===== src/hdl/wvt_pkg.sv =====
`timescale 1ns / 1ps

package wvt_pkg;

    // fixed-point constants of the correlation
    localparam longint KA_Q30      = (64'sd998333 * 64'sd1073741824 + 64'sd500) / 64'sd1000;
    localparam longint KB1_Q30     = -((64'sd81855 * 64'sd1073741824 + 64'sd5000) / 64'sd10000);
    localparam longint KC1_Q30     = (64'sd585 * 64'sd1073741824 + 64'sd50000) / 64'sd100000;
    localparam longint KB2_Q30     = (64'sd13272 * 64'sd1073741824 + 64'sd5000) / 64'sd10000;
    localparam longint KC2_Q30     =
        -((64'sd1053 * 64'sd1073741824 + 64'sd500000) / 64'sd1000000);
    localparam longint SPLIT_Q16   = (64'sd29315 * 64'sd65536 + 64'sd50) / 64'sd100;
    localparam longint POLE_Q16    = (64'sd16815 * 64'sd65536 + 64'sd50) / 64'sd100;
    localparam longint RECIP_NUM   = 64'sd1301 * 64'sd4503599627370496;
    localparam longint KA_Q20      = (KA_Q30 + 64'sd512) / 64'sd1024;
    localparam longint XI_OFFSET   = RECIP_NUM / KA_Q20;
    localparam longint LOG2_10_Q24 =
        (64'sd3321928095 * 64'sd16777216 + 64'sd500000000) / 64'sd1000000000;
    localparam longint LN2_Q32     =
        (64'sd693147181 * 64'sd4294967296 + 64'sd500000000) / 64'sd1000000000;
    localparam longint ONE_Q32     = 64'sd4294967296;
    localparam longint XI_MAX      = 64'sd16 * 64'sd4294967296;
    localparam longint XI_MIN      = -64'sd20 * 64'sd4294967296;
    localparam longint A_MIN       = 64'sd64 * 64'sd1073741824;
    localparam longint XI_BIAS     = 64'sd3 * 64'sd4294967296;
    localparam longint DIV3_RECIP  = 64'sd2863311531;

    // pipeline geometry
    localparam int QW          = 37;
    localparam int FRONT_DEPTH = 4;
    localparam int EXP_DEPTH   = 12;

    // 2^(k/16) in Q30
    localparam longint E2_DEN = 64'sd1000000000;
    localparam longint E2_Q   = 64'sd1073741824;
    localparam longint E2_H   = 64'sd500000000;
    localparam logic [30:0] POW2_TAB [16] = '{
        31'((64'sd1000000000 * E2_Q + E2_H) / E2_DEN),
        31'((64'sd1044273782 * E2_Q + E2_H) / E2_DEN),
        31'((64'sd1090507733 * E2_Q + E2_H) / E2_DEN),
        31'((64'sd1138788635 * E2_Q + E2_H) / E2_DEN),
        31'((64'sd1189207115 * E2_Q + E2_H) / E2_DEN),
        31'((64'sd1241857812 * E2_Q + E2_H) / E2_DEN),
        31'((64'sd1296839555 * E2_Q + E2_H) / E2_DEN),
        31'((64'sd1354255547 * E2_Q + E2_H) / E2_DEN),
        31'((64'sd1414213562 * E2_Q + E2_H) / E2_DEN),
        31'((64'sd1476826146 * E2_Q + E2_H) / E2_DEN),
        31'((64'sd1542210825 * E2_Q + E2_H) / E2_DEN),
        31'((64'sd1610490332 * E2_Q + E2_H) / E2_DEN),
        31'((64'sd1681792831 * E2_Q + E2_H) / E2_DEN),
        31'((64'sd1756252160 * E2_Q + E2_H) / E2_DEN),
        31'((64'sd1834008086 * E2_Q + E2_H) / E2_DEN),
        31'((64'sd1915206561 * E2_Q + E2_H) / E2_DEN)
    };

    // flags that ride along with each word
    typedef struct packed {
        logic upper;
        logic neg;
        logic sat;
    } t_side;

endpackage


===== src/hdl/wvt_front.sv =====
`timescale 1ns / 1ps

module wvt_front #(
    parameter int TEMP_FRAC_BITS = 7
) (
    input  logic               i_clk,
    input  logic               i_rst_n,
    input  logic               i_valid,
    input  logic [15:0]        i_temperature,
    output logic               o_valid,
    output logic [63:0]        o_dividend,
    output logic [30:0]        o_divisor,
    output wvt_pkg::t_side     o_side
);

    localparam int TW = 32 - TEMP_FRAC_BITS;

    logic [TW-1:0]       t16;
    logic signed [31:0]  t16s;
    logic                n_up;
    logic signed [31:0]  n_d16;
    logic [30:0]         n_den;

    logic [3:1]          r_v;
    logic signed [31:0]  r_d16_1, r_d16_2;
    logic                r_up_1, r_up_2, r_up_3;
    logic [30:0]         r_den_1, r_den_2, r_den_3;
    logic signed [63:0]  r_p1, r_p2;
    logic signed [63:0]  inner;
    logic signed [63:0]  rs;
    logic signed [63:0]  a;
    logic signed [63:0]  a20;
    logic                a_sat;
    logic [63:0]         mag;
    logic                r_valid;
    logic [63:0]         r_dividend;
    logic [30:0]         r_divisor;
    wvt_pkg::t_side      r_side;

    // temperature to Q16 and offset from the split point
    assign t16   = {i_temperature, {(16 - TEMP_FRAC_BITS){1'b0}}};
    assign t16s  = signed'({{TEMP_FRAC_BITS{1'b0}}, t16});
    assign n_d16 = 32'(wvt_pkg::SPLIT_Q16) - t16s;
    assign n_up  = t16s >= 32'(wvt_pkg::SPLIT_Q16);
    assign n_den = 31'(t16s - 32'(wvt_pkg::POLE_Q16));

    // quadratic inner term and product with d
    assign inner = (r_up_2 ? wvt_pkg::KB2_Q30 : wvt_pkg::KB1_Q30)
                 + ((r_p1 + 64'sd32768) >>> 16);
    assign rs    = (r_p2 + 64'sd32768) >>> 16;
    assign a     = wvt_pkg::KA_Q30 + rs;
    assign a_sat = !r_up_3 && (a < wvt_pkg::A_MIN);
    assign a20   = (a + 64'sd512) >>> 10;
    assign mag   = (rs < 0) ? 64'(-rs) : 64'(rs);

    always_ff @(posedge i_clk) begin
        if (!i_rst_n) begin
            r_v     <= '0;
            r_valid <= 1'b0;
        end else begin
            r_v     <= {r_v[2:1], i_valid};
            r_valid <= r_v[3];
        end
        r_d16_1 <= n_d16;
        r_up_1  <= n_up;
        r_den_1 <= n_den;
        // stage 2: linear coefficient times d
        r_p1    <= (r_up_1 ? wvt_pkg::KC2_Q30 : wvt_pkg::KC1_Q30) * 64'(r_d16_1);
        r_d16_2 <= r_d16_1;
        r_up_2  <= r_up_1;
        r_den_2 <= r_den_1;
        // stage 3: inner term times d
        r_p2    <= inner * 64'(r_d16_2);
        r_up_3  <= r_up_2;
        r_den_3 <= r_den_2;
        // stage 4: divider operands
        r_side.upper <= r_up_3;
        r_side.neg   <= r_up_3 && (rs < 0);
        r_side.sat   <= a_sat;
        r_dividend   <= r_up_3 ? (mag << 18) : 64'(wvt_pkg::RECIP_NUM);
        r_divisor    <= r_up_3 ? r_den_3 : (a_sat ? 31'd1 : a20[30:0]);
    end

    assign o_valid    = r_valid;
    assign o_dividend = r_dividend;
    assign o_divisor  = r_divisor;
    assign o_side     = r_side;

endmodule


===== config.mk =====
export PLATFORM = sky130hd
export DESIGN_NAME = wvt_front
export DESIGN_NICKNAME = d
export VERILOG_FILES = /design/src/hdl/wvt_pkg.sv /design/src/hdl/wvt_front.sv
export SDC_FILE = /design/constraint.sdc
export NUM_CORES = 2
export LEC_CHECK = 0
export ABC_CLOCK_PERIOD_IN_PS = 15100
export BUFFER_PORTS_ARGS = -buffer_cell sky130_fd_sc_hd__buf_2
export CELL_PAD_IN_SITES_DETAIL_PLACEMENT = 1
export CELL_PAD_IN_SITES_GLOBAL_PLACEMENT = 1
export CORE_MARGIN = 1
export CORE_UTILIZATION = 35
export CTS_CLUSTER_DIAMETER = 200
export DETAILED_ROUTE_END_ITERATION = 12
export GPL_TIMING_DRIVEN = 0
export PLACE_DENSITY = 0.65
export SETUP_SLACK_MARGIN = 0.1
export SLEW_MARGIN = 20
export SYNTH_ARGS = -nofsm -noshare
export SYNTH_HDL_FRONTEND = slang
export SYNTH_SLANG_ARGS = --single-unit

===== constraint.sdc =====
create_clock -name i_clk -period 15.1 [get_ports i_clk]
set_clock_uncertainty 0.2 [all_clocks]
set_input_delay 0 -clock i_clk [delete_from_list [all_inputs] [get_ports i_clk]]
set_output_delay 0 -clock i_clk [all_outputs]
set_load 0.01 [all_outputs]

# After elaboration in Yosys (flattened, before gate mapping)
# Cells that the tools add are included.
# totals
in_bits	19
register_bits	345
elab_cells	38
output_inout_bits	99
# op_classes
n_mul	2
reduce_logical	3
n_mux	5
n_addsub	8
n_lt_le_gt_ge	3
# op_table
op	count
64-bit by 17-bit adder with 64-bit output (second input constant)	2
64-bit by 26-bit multiplier with 64-bit output	2
64-bit two-way mux	2
64-bit by 48-bit adder with 64-bit output	1
31-bit two-way mux	2
41-bit by 48-bit adder with 49-bit output (first input constant)	1
49-bit by 38-bit less-than comparator with 1-bit output (second input constant)	1
48-bit by 1-bit less-than comparator with 1-bit output (second input constant)	1
46-bit two-way mux	1
46-bit negation	1
41-bit by 11-bit adder with 41-bit output (second input constant)	1
25-bit by 24-bit subtractor with 26-bit output (second input constant)	1
25-bit by 25-bit subtractor with 26-bit output (first input constant)	1
25-bit >= comparator (second input constant)	1
1-bit logical AND	2
1-bit logical NOT	1

# Logic depth before layout (Yosys ltp)
# logic_depth
depth_word	6
depth_mapped	49
ltp_nobuf	47

# Worst setup path after synthesis
# No wires, ideal clock.
# synth_path
path_kind	register to register
from	register r_p1[15]
to	register r_p2[63]
setup_time_ps	118
stages_incl_launch_ff	42
arrival_time_ps	10899
path_buffers	3
required_time_ps	14782
setup_slack_ps	3883
period_less_slack_ps	11217
path_cell_list	dfxtp_1 ha_1 nand3_4 or4_4 buf_6 or2_2 nor4_1 xor2_1 ha_1 a21oi_1 nor2b_1 a2111oi_0 nand2_1 nor3_1 o21ai_0 a41oi_1 o22ai_1 o21a_1 [... 6 more ...] fa_1 inv_1 fa_1 inv_1 fa_1 inv_1 fa_1 fa_1 fa_1 xnor2_1 xnor2_1 xnor2_1 xnor2_1 xnor2_1 xnor3_1 xor3_1 xnor3_1 xnor2_1
# synth_between
elab_chain_cells	3
# synth_rtl
item	line_no	source
start, declared	wvt_front.sv:28	logic signed [63:0] r_p1, r_p2;
start signal, assigned	wvt_front.sv:68	r_p1 <= (r_up_1 ? wvt_pkg::KC2_Q30 : wvt_pkg::KC1_Q30) * 64'(r_d16_1);
64-bit by 17-bit adder with 64-bit output	wvt_front.sv:49	+ ((r_p1 + 64'sd32768) >>> 16);
64-bit by 48-bit adder with 64-bit output	wvt_front.sv:49	
64-bit by 26-bit multiplier with 64-bit output	wvt_front.sv:73	r_p2 <= inner * 64'(r_d16_2);
end signal, assigned	wvt_front.sv:73	
end, declared	wvt_front.sv:28	
# Every way passes these cells.
# A chain may end at the register's enable or synchronous reset.

# Worst setup path after layout
# Ends and elaborated chain as after synthesis.

==> results.py <==
metrics = {
    "cts": {
        "clk_pin_slew_worst_paths_ns": 0.06,
        "clockBufferDepth": 3,
        "cts_tree": "built",
        "clock-root-buffer": "clkbuf_16",
        "cts_htree_levels": 1,
        "cts_buffers": 30,
        "clkSinkCount": 270,
        "cts_setup_buffers": 0,
        "clk_latency_ns": 0.61,
    },
    "logic_synthesis": {
        "synth_edf_count": 0,
        "synth_seq_cells": 270,
        "synth.area.top_cells": "fa_1 (43%), ha_1 (11%), inv_1 (11%)",
        "syn_area_um2": 59110,
        "ys_types": 96,
        "synth_top_area_share_pct": 43.04,
        "yosys_warnings": 0,
        "ys_async_sr_fraction_pct": 0,
        "synth.top_cells.by_count": "inv_1 (1656), fa_1 (1271), nand2_1 (557)",
        "synth_ff_type": "dfxtp_1",
        "synth_top_area_cell": "fa_1",
        "synth-seq-area-share_pct": 9.144,
        "synth_most_common_cell": "inv_1",
        "synthCells": 6404,
        "syn_avg_cell_area_um2": 9.230,
    },
    "worst_setup_path": {
        "endpoint_kind": "flip-flop",
        "path_common_cell": "fa_1",
        "max_stage_delay_ns": 0.74,
        "worst-setup-path-type": "reg2reg",
        "required_ns": 15.32,
        "start_kind": "flip-flop",
        "crit_family": "adder cells",
        "critical_path_arrival_ns": 14.44,
        "path_max_fanout": 12,
        "critPathSlowestCell": "xnor2_2",
        "path_buf_inv": 8,
    },
    "timing": {
        "tightest_slew_ns": 1.278,
        "timing.fmax_ghz": 0.07031,
        "period_share_pct": 94.19,
        "hold_viol_final": 0,
        "layout_min_cycle_time_ns": 14.22,
        "relSlewSlack_pct": 14.77,
        "slew_violations": 0,
        "rsz0062_at_grt": "false",
        "setup_viol": 0,
    },
    "global_routing": {
        "grt_first_pass_wirelength_um": 296600,
        "antenna_found_initial": 11,
        "grt_start_max_net_pins": 39,
        "grt_overflow": 0,
        "gr-usage-all-layers_pct": 23.16,
        "grt_pass1_vias": 48723,
    },
    "job": {
        "cap_violations": 0,
    },
    "die": {
        "fp.dieH_um": 413.0,
        "io_pins": 118,
        "initial_core_util_pct": 35.31,
        "die_width_um": 413.0,
        "die_area_um2": 170500,
        "rows": 150,
        "core_um2": 167400,
    },
    "min_path": {
        "hold_path.class": "in2reg",
    },
    "detailed_routing": {
        "routedWlPerCell_um": 21.89,
        "vias": 43583,
        "vias_per_cell": 4.926,
        "routed_wirelength_um": 193600,
        "drc": 0,
        "first_iter_violations": 2487,
        "dr.pass1.iters": 6,
        "ant_nets": 0,
    },
    "finish": {
        "fill_cells": 19637,
        "multiInputGateArea_um2": 46900,
        "fin_nets": 8421,
        "final-seq-area_um2": 5414,
        "drive_gt1_share_pct": 4.806,
        "syn2layout_area_growth_pct": 9.025,
        "fin_area_um2": 64450,
    },
    "place": {
        "placed_area_um2": 62950,
        "gp_congestion": 0.9617,
        "portBuffers": 95,
        "hpwlAfterDp_um": 165900,
    },
    "outcome": {
        "status": "finished, final reports clean",
    },
}
## per-layer routing
layer  routed length (um)  global-route usage (%)
met5                   13                       0
met4                 8843                   8.977
met3                 9014                   2.154
met2                94050                   39.96
met1                81720                   29.85
## worst reg2reg max path: cells and delay by family, from the launching register on
kind                       cells  cell delay (ns)
buffers and inverters          8             1.21
AOI/OAI and AO/OA             10             3.35
DFF                            1             0.41
xor gates and xnor gates       3             1.60
and+or+nand+nor               11             2.43
adders and majority gates     11             4.82
## area by class of cell
class                      count  area share [%]
antenna                        5         0.01941
buffer                       231           1.491
clock buffer                  37           1.252
clock inverter                19          0.3922
inverter                    1657           9.651
multi-input combinational   4269           72.77
sequential                   270           8.401
tap                         2204           4.279
timing repair buffer         155           1.741
## per-stage QoR
step / setup TNS, ns / utilization [%] / setup WS (ns) / hold WS (ns) / std cells
after floorplan: 0 / - / 3.883 / -0.1723 / 6427
after global placement: -0.6571 / 37.29 / -0.3003 / -0.06395 / 8726
after detailed placement: 0 / 37.60 / 0.02605 / -0.06322 / 8746
after CTS: 0 / 38.47 / 0.2698 / 0.007649 / 8841
after global routing: 0 / 38.49 / 0.3124 / 0.04335 / 8843
final: 0 / 38.50 / 0.8776 / 0.05230 / 8847
## repair_timing
action,in CTS,in global routing
endpoints found under the setup margin,2,3
hold buffers,39,0
cloned,0,0
endpoints found under the hold margin,39,0
resized for setup,2,10
## kinds of logic (layout without fill, tap and decap cells)
kind of cell               Yosys count  count (layout)  share of synthesized area (%)
AOI/OAI and AO/OA                  469             469                          5.338
xor gates and xnor gates           337             337                          5.088
adders and majority gates         1790            1790                          54.02
buffers and inverters             1888            2099                          12.13
DFF                                270             270                          9.144
muxes                               19              19                         0.3471
other                                2              30                        0.01270
and+or+nand+nor                   1629            1629                          13.92
## cells in the final DEF (no fill, tap or decap), drive strengths merged, types with 11 or more instances in the layout
| cell type | count |
|---|---|
| xor2 | 123 |
| nand2 | 557 |
| a211oi | 13 |
| mux2 | 12 |
| o31ai | 40 |
| nor2b | 45 |
| and2 | 436 |
| buf | 146 |
| dfxtp | 270 |
| or2 | 33 |
| a31oi | 23 |
| conb | 25 |
| clkbuf | 238 |
| and3 | 40 |
| o21a | 44 |
| fa | 1271 |
| dlygate4sd3 | 39 |
| o21ai | 105 |
| a21oi | 94 |
| or3 | 21 |
| o211ai | 11 |
| inv | 1659 |
| ha | 517 |
| nand2b | 31 |
| nor4 | 28 |
| nand3 | 67 |
| a21o | 50 |
| nor3 | 73 |
| nor2 | 215 |
| nand4 | 52 |
| xnor2 | 210 |
## registers in the layout, indices dropped and copies added, names as in the netlist
| signal | cells |
|---|---|
| o_dividend | 46 |
| o_divisor | 31 |
| o_side | 3 |
| o_valid | 1 |
| r_d16_1 | 17 |
| r_d16_2 | 17 |
| r_den_1 | 17 |
| r_den_2 | 17 |
| r_den_3 | 17 |
| r_p1 | 50 |
| r_p2 | 49 |
| r_up_1 | 1 |
| r_up_3 | 1 |
| r_v | 3 |
## final timing paths
| path | cells after the start | start | slack (ns) | end |
|---|---|---|---|---|
| worst max-delay path | 43 | r_p1[15] | 0.88 | r_p2[63] |
| worst min-delay path | 3 | i_temperature[15] | 0.05 | r_up_1 |
| worst max register to register | 43 | r_p1[15] | 0.88 | r_p2[63] |
| worst min register to register | 0 | r_den_1[19] | 0.13 | r_den_2[19] |
Power is left out: the tool's default activity adds up to more than one toggle a clock period on the data nets, which glitch-free logic cannot reach.
